[src/hw/rtl/cim_pkg.sv]
// Package for the canonical interval map.
// Holds sequencer states, status codes and operation codes; no dependencies.
`default_nettype none
package cim_pkg;

  localparam int STAT_W = 2;
  localparam int CNT_W  = 6;

  typedef enum logic [0:0] {
    OP_ASSIGN = 1'b0,
    OP_LOOKUP = 1'b1
  } op_t;

  typedef enum logic [STAT_W-1:0] {
    STAT_DONE  = 2'd0,
    STAT_EMPTY = 2'd1,
    STAT_FULL  = 2'd2
  } stat_t;

  typedef enum logic [2:0] {
    ST_IDLE,
    ST_SCAN,
    ST_CHECK,
    ST_CP_RD,
    ST_CP_WR,
    ST_WR_B,
    ST_WR_E,
    ST_DONE
  } state_t;

endpackage
`default_nettype wire

[src/hw/rtl/cim_if.sv]
// Valid/ready channel interfaces for request and response words.
// Depends on cim_pkg for the status and count widths.
`default_nettype none
interface cim_req_if #(
  parameter int KEY_WIDTH = 32,
  parameter int VAL_WIDTH = 8
);
  logic                 valid;
  logic                 ready;
  logic                 op;
  logic [KEY_WIDTH-1:0] range_begin;
  logic [KEY_WIDTH-1:0] range_end;
  logic [VAL_WIDTH-1:0] new_value;
  logic [KEY_WIDTH-1:0] query_key;

  modport source (output valid, op, range_begin, range_end, new_value, query_key,
                  input ready);
  modport sink   (input valid, op, range_begin, range_end, new_value, query_key,
                  output ready);
endinterface

interface cim_rsp_if #(
  parameter int VAL_WIDTH = 8
);
  logic                       valid;
  logic                       ready;
  logic [VAL_WIDTH-1:0]       read_value;
  logic [cim_pkg::STAT_W-1:0] status;
  logic [cim_pkg::CNT_W-1:0]  entry_count;

  modport source (output valid, read_value, status, entry_count, input ready);
  modport sink   (input valid, read_value, status, entry_count, output ready);
endinterface
`default_nettype wire

[src/hw/rtl/cim_mem.sv]
// Boundary table store: one write port, one registered read port.
// No dependencies.
`default_nettype none
module cim_mem #(
  parameter int DEPTH = 32,
  parameter int AW    = 5,
  parameter int KW    = 32,
  parameter int VW    = 8
) (
  input  wire logic          clk,
  input  wire logic          we,
  input  wire logic [AW-1:0] waddr,
  input  wire logic [KW-1:0] wkey,
  input  wire logic [VW-1:0] wval,
  input  wire logic [AW-1:0] raddr,
  output logic      [KW-1:0] rkey,
  output logic      [VW-1:0] rval
);
  logic [KW-1:0] keys [DEPTH];
  logic [VW-1:0] vals [DEPTH];

  always_ff @(posedge clk) begin
    if (we) begin
      keys[waddr] <= wkey;
      vals[waddr] <= wval;
    end
  end

  always_ff @(posedge clk) begin
    rkey <= keys[raddr];
    rval <= vals[raddr];
  end
endmodule
`default_nettype wire

[src/hw/rtl/canonical_interval_map.sv]
// Canonical interval map top level: sequencer, scan compare unit, table store.
// Depends on cim_pkg, cim_req_if, cim_rsp_if and cim_mem.
//
//   channel | dir | handshake          | word
//   req     | in  | valid/ready        | op, range_begin, range_end, new_value, query_key
//   rsp     | out | valid/ready        | read_value, status, entry_count
//   cfg     | in  | cfg_wr_en          | cfg_wr_data = default_value
//
// Lookup: scan of the used entries, then check. An empty assign range skips the scan.
// Assign: as lookup, then copy of each moved upper entry, then the boundary writes.
// Scan and copy share the single read port. Reset (rst, synchronous) empties the table.
// A done word waits for a free response register; req is held off until it is loaded.
`default_nettype none
module canonical_interval_map #(
  parameter int CAPACITY  = 32,
  parameter int KEY_WIDTH = 32,
  parameter int VAL_WIDTH = 8
) (
  input  wire logic                 clk,
  input  wire logic                 rst,
  input  wire logic                 cfg_wr_en,
  input  wire logic [VAL_WIDTH-1:0] cfg_wr_data,
  cim_req_if.sink                   req,
  cim_rsp_if.source                 rsp
);
  import cim_pkg::*;

  localparam int AW = (CAPACITY > 1) ? $clog2(CAPACITY) : 1;
  localparam int CW = $clog2(CAPACITY + 1);
  localparam int NW = CW + 1;

  state_t state, state_next;

  logic [VAL_WIDTH-1:0] default_value;
  logic                 op_r;
  logic [KEY_WIDTH-1:0] b_r, e_r;
  logic [VAL_WIDTH-1:0] val_r, vb, ve;
  logic [CW-1:0]        used, idx, nlo, nhi, rem;
  logic [NW-1:0]        n_r;
  logic                 pend, up;
  logic [AW-1:0]        src, dst;
  stat_t                stat_r;
  logic [VAL_WIDTH-1:0] rval_r;

  logic [KEY_WIDTH-1:0] rkey;
  logic [VAL_WIDTH-1:0] rdval;
  logic                 we;
  logic [AW-1:0]        waddr, raddr;
  logic [KEY_WIDTH-1:0] wkey;
  logic [VAL_WIDTH-1:0] wval;

  logic [KEY_WIDTH-1:0] sgn;
  logic [KEY_WIDTH-1:0] in_b, in_e;
  logic                 dif_b, dif_e;
  logic [NW-1:0]        ins, n_calc;
  logic [CW-1:0]        hi_start, tgt;
  logic                 load_rsp;

  assign sgn   = {1'b1, {(KEY_WIDTH-1){1'b0}}};
  assign in_b  = req.range_begin ^ sgn;
  assign in_e  = ((req.op == OP_LOOKUP) ? req.query_key : req.range_end) ^ sgn;
  assign dif_b = (vb != val_r);
  assign dif_e = (ve != val_r);
  assign ins   = NW'(dif_b) + NW'(dif_e);
  assign n_calc = NW'(nlo) + NW'(nhi) + ins;
  assign hi_start = used - nhi;
  assign tgt   = nlo + CW'(ins);
  assign load_rsp = (state == ST_DONE) && (!rsp.valid || rsp.ready);

  assign req.ready = (state == ST_IDLE);

  cim_mem #(.DEPTH(CAPACITY), .AW(AW), .KW(KEY_WIDTH), .VW(VAL_WIDTH)) u_mem (
    .clk, .we, .waddr, .wkey, .wval, .raddr, .rkey, .rval(rdval)
  );

  always_comb begin
    raddr = (state == ST_CP_RD) ? src : idx[AW-1:0];
    we    = 1'b0;
    waddr = dst;
    wkey  = rkey;
    wval  = rdval;
    case (state)
      ST_CP_WR: we = 1'b1;
      ST_WR_B: begin
        we    = dif_b;
        waddr = nlo[AW-1:0];
        wkey  = b_r;
        wval  = val_r;
      end
      ST_WR_E: begin
        we    = dif_e;
        waddr = AW'(nlo + CW'(dif_b));
        wkey  = e_r;
        wval  = ve;
      end
      default: ;
    endcase
  end

  always_ff @(posedge clk) begin
    if (rst) begin
      state <= ST_IDLE;
    end else begin
      state <= state_next;
    end
  end

  always_comb begin
    state_next = state;
    case (state)
      ST_IDLE: begin
        if (req.valid) begin
          if (req.op == OP_ASSIGN && in_b >= in_e) state_next = ST_DONE;
          else state_next = ST_SCAN;
        end
      end
      ST_SCAN:  if (idx == used && !pend) state_next = ST_CHECK;
      ST_CHECK: begin
        if (op_r == OP_LOOKUP || n_calc > NW'(CAPACITY)) state_next = ST_DONE;
        else if (nhi == '0 || tgt == hi_start) state_next = ST_WR_B;
        else state_next = ST_CP_RD;
      end
      ST_CP_RD: state_next = ST_CP_WR;
      ST_CP_WR: state_next = (rem == CW'(1)) ? ST_WR_B : ST_CP_RD;
      ST_WR_B:  state_next = ST_WR_E;
      ST_WR_E:  state_next = ST_DONE;
      ST_DONE:  if (load_rsp) state_next = ST_IDLE;
      default:  state_next = ST_IDLE;
    endcase
  end

  // config register and table count
  always_ff @(posedge clk) begin
    if (rst) begin
      default_value <= '0;
      used          <= '0;
    end else begin
      if (cfg_wr_en) default_value <= cfg_wr_data;
      if (state == ST_WR_E) used <= CW'(n_r);
    end
  end

  // datapath
  always_ff @(posedge clk) begin
    case (state)
      ST_IDLE: begin
        op_r   <= req.op;
        b_r    <= in_b;
        e_r    <= in_e;
        val_r  <= req.new_value;
        vb     <= default_value;
        ve     <= default_value;
        idx    <= '0;
        nlo    <= '0;
        nhi    <= '0;
        pend   <= 1'b0;
        rval_r <= '0;
        stat_r <= (req.op == OP_ASSIGN && in_b >= in_e) ? STAT_EMPTY : STAT_DONE;
      end
      ST_SCAN: begin
        if (pend) begin
          if (rkey < b_r) begin
            vb  <= rdval;
            nlo <= nlo + CW'(1);
          end
          if (rkey <= e_r) ve <= rdval;
          else nhi <= nhi + CW'(1);
        end
        pend <= (idx != used);
        if (idx != used) idx <= idx + CW'(1);
      end
      ST_CHECK: begin
        n_r <= n_calc;
        rem <= nhi;
        up  <= (tgt > hi_start);
        if (op_r == OP_LOOKUP) rval_r <= ve;
        else if (n_calc > NW'(CAPACITY)) stat_r <= STAT_FULL;
        if (tgt > hi_start) begin
          src <= AW'(used - CW'(1));
          dst <= AW'(n_calc - NW'(1));
        end else begin
          src <= hi_start[AW-1:0];
          dst <= tgt[AW-1:0];
        end
      end
      ST_CP_WR: begin
        rem <= rem - CW'(1);
        src <= up ? src - AW'(1) : src + AW'(1);
        dst <= up ? dst - AW'(1) : dst + AW'(1);
      end
      default: ;
    endcase
  end

  // response register
  always_ff @(posedge clk) begin
    if (rst) begin
      rsp.valid <= 1'b0;
    end else if (load_rsp) begin
      rsp.valid <= 1'b1;
    end else if (rsp.ready) begin
      rsp.valid <= 1'b0;
    end
  end

  always_ff @(posedge clk) begin
    if (load_rsp) begin
      rsp.read_value  <= rval_r;
      rsp.status      <= stat_r;
      rsp.entry_count <= CNT_W'(used);
    end
  end
endmodule
`default_nettype wire

[src/flat_wrapper.sv]
// flat-port wrapper written by rule: the top's interface ports become plain ports
module canonical_interval_map_flat import cim_pkg::*;
#(
  parameter int CAPACITY  = 32,
  parameter int KEY_WIDTH = 32,
  parameter int VAL_WIDTH = 8
)
  (clk, rst, cfg_wr_en, cfg_wr_data, req_valid, req_op, req_range_begin, req_range_end, req_new_value, req_query_key, req_ready, rsp_valid, rsp_read_value, rsp_status, rsp_entry_count, rsp_ready);
  cim_req_if #(.KEY_WIDTH(KEY_WIDTH), .VAL_WIDTH(VAL_WIDTH)) req_i ();
  cim_rsp_if #(.VAL_WIDTH(VAL_WIDTH)) rsp_i ();
  input  wire logic clk;
  input  wire logic rst;
  input  wire logic cfg_wr_en;
  input  wire logic [VAL_WIDTH-1:0] cfg_wr_data;
  input wire logic [$bits(req_i.valid)-1:0] req_valid;
  input wire logic [$bits(req_i.op)-1:0] req_op;
  input wire logic [$bits(req_i.range_begin)-1:0] req_range_begin;
  input wire logic [$bits(req_i.range_end)-1:0] req_range_end;
  input wire logic [$bits(req_i.new_value)-1:0] req_new_value;
  input wire logic [$bits(req_i.query_key)-1:0] req_query_key;
  output wire logic [$bits(req_i.ready)-1:0] req_ready;
  output wire logic [$bits(rsp_i.valid)-1:0] rsp_valid;
  output wire logic [$bits(rsp_i.read_value)-1:0] rsp_read_value;
  output wire logic [$bits(rsp_i.status)-1:0] rsp_status;
  output wire logic [$bits(rsp_i.entry_count)-1:0] rsp_entry_count;
  input wire logic [$bits(rsp_i.ready)-1:0] rsp_ready;
  assign req_i.valid = req_valid;
  assign req_i.op = req_op;
  assign req_i.range_begin = req_range_begin;
  assign req_i.range_end = req_range_end;
  assign req_i.new_value = req_new_value;
  assign req_i.query_key = req_query_key;
  assign req_ready = req_i.ready;
  assign rsp_valid = rsp_i.valid;
  assign rsp_read_value = rsp_i.read_value;
  assign rsp_status = rsp_i.status;
  assign rsp_entry_count = rsp_i.entry_count;
  assign rsp_i.ready = rsp_ready;
  canonical_interval_map #(.CAPACITY(CAPACITY), .KEY_WIDTH(KEY_WIDTH), .VAL_WIDTH(VAL_WIDTH)) u_core (.clk(clk), .rst(rst), .cfg_wr_en(cfg_wr_en), .cfg_wr_data(cfg_wr_data), .req(req_i), .rsp(rsp_i));
endmodule
[config.mk]
export PLATFORM = sky130hd
export DESIGN_NAME = canonical_interval_map_flat
export DESIGN_NICKNAME = d
export VERILOG_FILES = /design/src/hw/rtl/cim_pkg.sv /design/src/hw/rtl/cim_if.sv /design/src/hw/rtl/cim_mem.sv /design/src/hw/rtl/canonical_interval_map.sv /design/src/flat_wrapper.sv
export SDC_FILE = /design/constraint.sdc
export NUM_CORES = 2
export LEC_CHECK = 0
export ABC_AREA = 1
export BUFFER_PORTS_ARGS = -buffer_cell sky130_fd_sc_hd__clkbuf_2
export CORE_MARGIN = 1.5
export CORE_UTILIZATION = 25
export DETAILED_ROUTE_END_ITERATION = 10
export PLACE_DENSITY = 0.47
export SLEW_MARGIN = 20
export SYNTH_ARGS = -nofsm -noshare
export SYNTH_HDL_FRONTEND = slang
export SYNTH_SLANG_ARGS = --single-unit
[constraint.sdc]
create_clock -name clk -period 5.95 [get_ports clk]
set_input_delay 0.595 -clock clk [delete_from_list [all_inputs] [get_ports clk]]
set_output_delay 0.595 -clock clk [all_outputs]
set_load 0.01 [all_outputs]
Word-level counts from Yosys, hierarchy flattened
Memory sizes are Yosys's and may differ from the RTL's. A register that Yosys moved wholly into a read port is not among the register bits.
Cells that the tools add are included.
{ "word_totals": {"mem_count": 2, "ram_bits": 1280, "register_bits": 175, "elab_cells": 141, "inputBits": 118} }
{ "op_classes": {"reduce_logical": 21, "n_eq_ne": 24, "n_addsub": 16, "order_cmp": 5, "n_bitwise": 3, "mux": 46} }
{ "memory_table": {"columns": ["name", "words", "word_bits", "read_ports", "rd_clocked_by_memory_dff", "write_ports", "line", "rtl"], "rows": [
  ["u_core.u_mem.keys", 32, 32, 1, 1, 1, "cim_mem.sv:19", "logic [KW-1:0] keys [DEPTH];"],
  ["u_core.u_mem.vals", 32, 8, 1, 1, 1, "cim_mem.sv:20", "logic [VW-1:0] vals [DEPTH];"]
]} }
{ "ops": {"columns": ["cell", "n"], "rows": [
  ["$pmux W32 S2", 1],
  ["$pmux W8 S2", 4],
  ["$pmux W6 S2", 4],
  ["$mux W8", 5],
  ["$ge A32 B32 Y1", 1],
  ["$le A32 B32 Y1", 1],
  ["$lt A32 B32 Y1", 1],
  ["$mux W32", 1],
  ["$mux W6", 5],
  ["$pmux W5 S2", 3],
  ["$mux W5", 5],
  ["$pmux W3 S8", 1],
  ["$mux W3", 7],
  ["$sub A5 B1 Y5 const B", 4],
  ["$add A6 B1 Y6 const B", 3],
  ["$ne A2 B1 Y1 const B", 8],
  ["$ne A8 B8 Y1", 2],
  ["$reduce_and A3 Y1", 5],
  ["$eq A3 B3 Y1 const B", 4],
  ["$eq A6 B6 Y1", 2],
  ["$add A5 B1 Y5 const B", 2],
  ["$reduce_bool A2 Y1", 4],
  ["$add A6 B6 Y7", 1],
  ["$add A7 B2 Y7", 1],
  ["other kinds (24)", 40]
]} }

Longest topological paths before layout
{ "logic_depth": {"depth_word": 8, "mapped_depth": 24, "ltp_nobuf": 24} }

By module
Synthesis repeated with hierarchy kept, for this count alone.
{ "unflattened": {"cells_unflattened": 5692, "area_unflattened_um2": 63915.0} }
{ "by_module_without_submodules": {"columns": ["module", "instances", "seq_area_each_um2", "area_each_um2", "cells_each"], "rows": [
  ["cim_mem", 1, 39237.6, 52442.8, 4407],
  ["canonical_interval_map", 1, 5074.9, 11472.3, 1285]
]} }

Worst setup path after synthesis
OpenSTA, ideal clock, no wires.
{ "synth_timing": {"path_kind": "reg2reg", "from": "register u_core.state[0]", "to": "register u_core.nlo[0], enable pin", "path_stages_with_launch": 9, "slack_ps": 158, "arrival_ps": 5403, "path_buffers": 1, "required_ps": 5561, "path_cell_list": "dfxtp_1 buf_2 nor2_1 inv_1 nor2_1 inv_1 nand2_1 o21ai_0 a21oi_1"} }
{ "synth_between": {"elab_chain_cells": 3} }
{ "synth_lines": {"columns": ["element", "line", "rtl"], "rows": [
  ["start, declared", "canonical_interval_map.sv:32", "state_t state, state_next;"],
  ["start signal, assigned", "canonical_interval_map.sv:104", "state <= state_next;"],
  ["$logic_not A3 Y1", null, null],
  ["named net req_ready", "flat_wrapper.sv:21", "output wire logic [$bits(req_i.ready)-1:0] req_ready;"],
  ["$reduce_bool A2 Y1 (no line)", null, null],
  ["$reduce_and A3 Y1 (no line)", null, null],
  ["end signal, assigned", "canonical_interval_map.sv:164", "nlo <= nlo + CW'(1);"],
  ["end, declared", "canonical_interval_map.sv:38", "logic [CW-1:0] used, idx, nlo, nhi, rem;"]
]} }
The timed path passes the listed nets, and every way through them passes these cells.
A chain may end at the register's enable or synchronous reset.

Worst setup path in the final report
{ "layout_timing": {"from": "register u_core.state[0]", "to": "memory u_core.u_mem.keys[8][26], enable pin"} }
{ "layout_between": {"elab_chain_cells": 4} }
{ "layout_lines": {"columns": ["element", "line", "rtl"], "rows": [
  ["$eq A3 B3 Y1", "canonical_interval_map.sv:82", "case (state)"],
  ["$pmux W1 S3", "canonical_interval_map.sv:82", null],
  ["$mux W1", "cim_mem.sv:23", "if (we) begin"],
  ["$mux W1 (implied by the code)", "cim_mem.sv:24", "keys[waddr] <= wkey;"],
  ["end, declared", "cim_mem.sv:19", null]
]} }
Parallel ways exist; a longest one is shown, timed or not.

==> reports/results.txt <==
Netlist cell types: 38
Count of maximum capacitance violations: 0
Mapped Cells: 5420
CTS tree: built
Area growth syn-to-layout: 17.9%
Io pins: 136
Ys Warns: 0
GR Util All Layers: 0.140
Routed vias: 41400
H-tree Lvls: 4
Nets: 5841
Number of synthesized flops with an enable pin: 1437
RSZ-0062 raised after global routing: no
DR iter-0 viols: 3347
Post-synthesis cell area: 0.0635 mm^2
Die Y-Extent: 507 um
Ys flop type: edfxtp_1
P_leak: 26.6 nW
Wire per inst: 20.3 um
# rows: 184
Worst path arrival time: 5.01 ns
Vias in the first global route: 40800
Final setup fails: 0
Top cells by area, synth: edfxtp_1 68%, nor2_1 5.2%, o21ai_0 4.7%
Seq cells post-synth: 1495
Synth async-reset ratio: 0
First-pass GRT wire length: 272 mm
Max_slew headroom: 0.237
Status: finished, final reports clean
Required time of the worst setup path: 6.43 ns
GPL Wtd Cong: 0.827
Avg Inst Size Synth: 11.7 um^2
Footprint of the multi-input gates: 0.0171 mm^2
Hold WS: 0.0537 ns
Fin. max-slew vios: 0
Final Critical Period: 4.53 ns
Syn Nets: 5679
# DRC: 0
TNS Setup: 0 ns
Clk_skew: 0.0310 ns
Routed Antenna Nets: 0
I/O Buffers: 135
CTS sink count: 1495
Worst hold-check path type: input pin to flop
Post-CTS setup buffer count: 0
Final period utilization: 0.761
Initial core utilization: 0.252
CTS buffer count: 160
Reg clk slew, reported paths: 0.06 ns
Yosys top cell area share: 0.680
# fillers: 25600
CTS root buffer: clkbuf_16
Detail Placement HPWL: 108 mm
Power Dens Cells: 555 mW/mm^2
Die ar.: 0.257 mm^2
Final Hold Viols: 0
Total power: 0.0415 W
Most frequent cells after synthesis: 1437 x edfxtp_1, 885 x nor2_1, 595 x o21ai_0
Clock Latency Late Sink: 0.80 ns
Worst slew pin tran: 1.14 ns
Worst IR Drop VDD: 389 uV
Via-per-instance ratio: 4.57
Crit path launch type: flop
CP max FO: 44
Most frequent cell after synthesis: edfxtp_1
Crit end category: flop
Largest net degree at the start of global routing: 138
Critical path class: flop to flop
Max frequency: 221 MHz
Total Wirelength: 183 mm
Cell taking the most area after synthesis: edfxtp_1
Die width: 507 um
Antenna violations before repair: 6
Post-layout util: 0.297
Core Region: 0.252 mm^2
Drt first pass iters: 5
Layout cells sized above 1: 0.102
GR Overflow Total: 0
CTS max path bufs: 3
Seq/Total Area, Yosys: 0.698
Sequential cell area: 0.0443 mm^2
==> registers in the layout, indices dropped and copies added, names as in the netlist, 32 cells and up <==
register and cells:
u_core.b_r 32, u_core.e_r 32, u_core.u_mem.keys 1024, u_core.u_mem.rkey 32, u_core.u_mem.vals 256
==> stage by stage <==
| stage | cells | cell area (um^2) | worst slack [ns] |
|---|---|---|---|
| 4_1_cts | 9044 | 74600 | 1.38 |
| 2_1_floorplan | 5420 | 63500 | 0.158 |
| 6_report | 9053 | 74800 | 1.42 |
| 3_5_place_dp | 8719 | 69400 | 1.39 |
| 3_3_place_gp | 8717 | 69300 | 1.40 |
| 5_1_grt | 9051 | 74800 | 1.05 |
==> power by group <==
group,switching (W),internal [W]
Combinational,0.0124,0.00456
Clock,0.00417,0.00520
Sequential,0.000615,0.0146
Total,0.0172,0.0243
==> critical path, cell delays in order (launching register included) <==
cell and delay (ns):
dfxtp_1 0.50, inv_1 0.14, nand3_4 0.29, nand2_1 0.28, inv_2 0.68, nor3_1 0.09, nor3b_1 0.76, nand2_1 0.13
inv_1 0.12, nand2_1 0.25, nor2_4 0.59, buf_12 0.33
==> path summary, 6_finish.rpt <==
kind,startpoint,endpoint,slack [ns],cells after the start
setup / recovery,u_core.state[0],u_core.u_mem.keys[8][26],1.42,11
hold / removal,cfg_wr_data[0],u_core.default_value[0],0.05,3
setup reg to reg,u_core.state[0],u_core.u_mem.keys[8][26],1.42,11
hold reg to reg,u_core.rval_r[2],u_core.rsp.read_value[2],0.42,0
==> cells by family after synthesis <==
group	Yosys count	synth area share
and+or+nand+nor	1847	0.120
DFF	1495	0.698
AOI/OAI and AO/OA	1171	0.102
buffers and inverters	728	0.0459
adders and majority gates	141	0.0284
xor gates and xnor gates	38	0.00524
==> cell type report <==
class | instances | area share
Multi-Input combinational cell | 3197 | 0.229
Inverter | 429 | 0.0216
Sequential cell | 1495 | 0.592
Timing Repair Buffer | 299 | 0.0364
Antenna cell | 3 | 0.000100
Clock buffer | 210 | 0.0577
Clock inverter | 72 | 0.00661
Tap cell | 3348 | 0.0560
==> cell usage in the layout, fill, tap and decap left out, types with 92 or more instances in the layout <==
master        n
edfxtp_1   1437
nor2_1      852
o21ai_0     595
nand2_1     490
inv_1       422
nand3_1     398
o21ai_1     252
o211ai_1    170
clkbuf_16   166
ha_1        136
clkbuf_2    135
a21oi_1      92
==> timing repair <==
item | 4_1_cts | 5_1_grt
endpoints found under the hold margin | 43 | 0
gates resized for setup | 0 | 0
hold buffers | 43 | 0
endpoints found under the setup margin | 0 | 0
==> per-layer routing <==
metal	GRT usage	part of all wire	up-vias
met5	0	0	-
met4	0.0393	0.022	0
met3	0.0220	0.054	238
met2	0.223	0.46	1115
met1	0.196	0.47	20500
li1	-	-	19600
(Power assumes the default switching activity.)
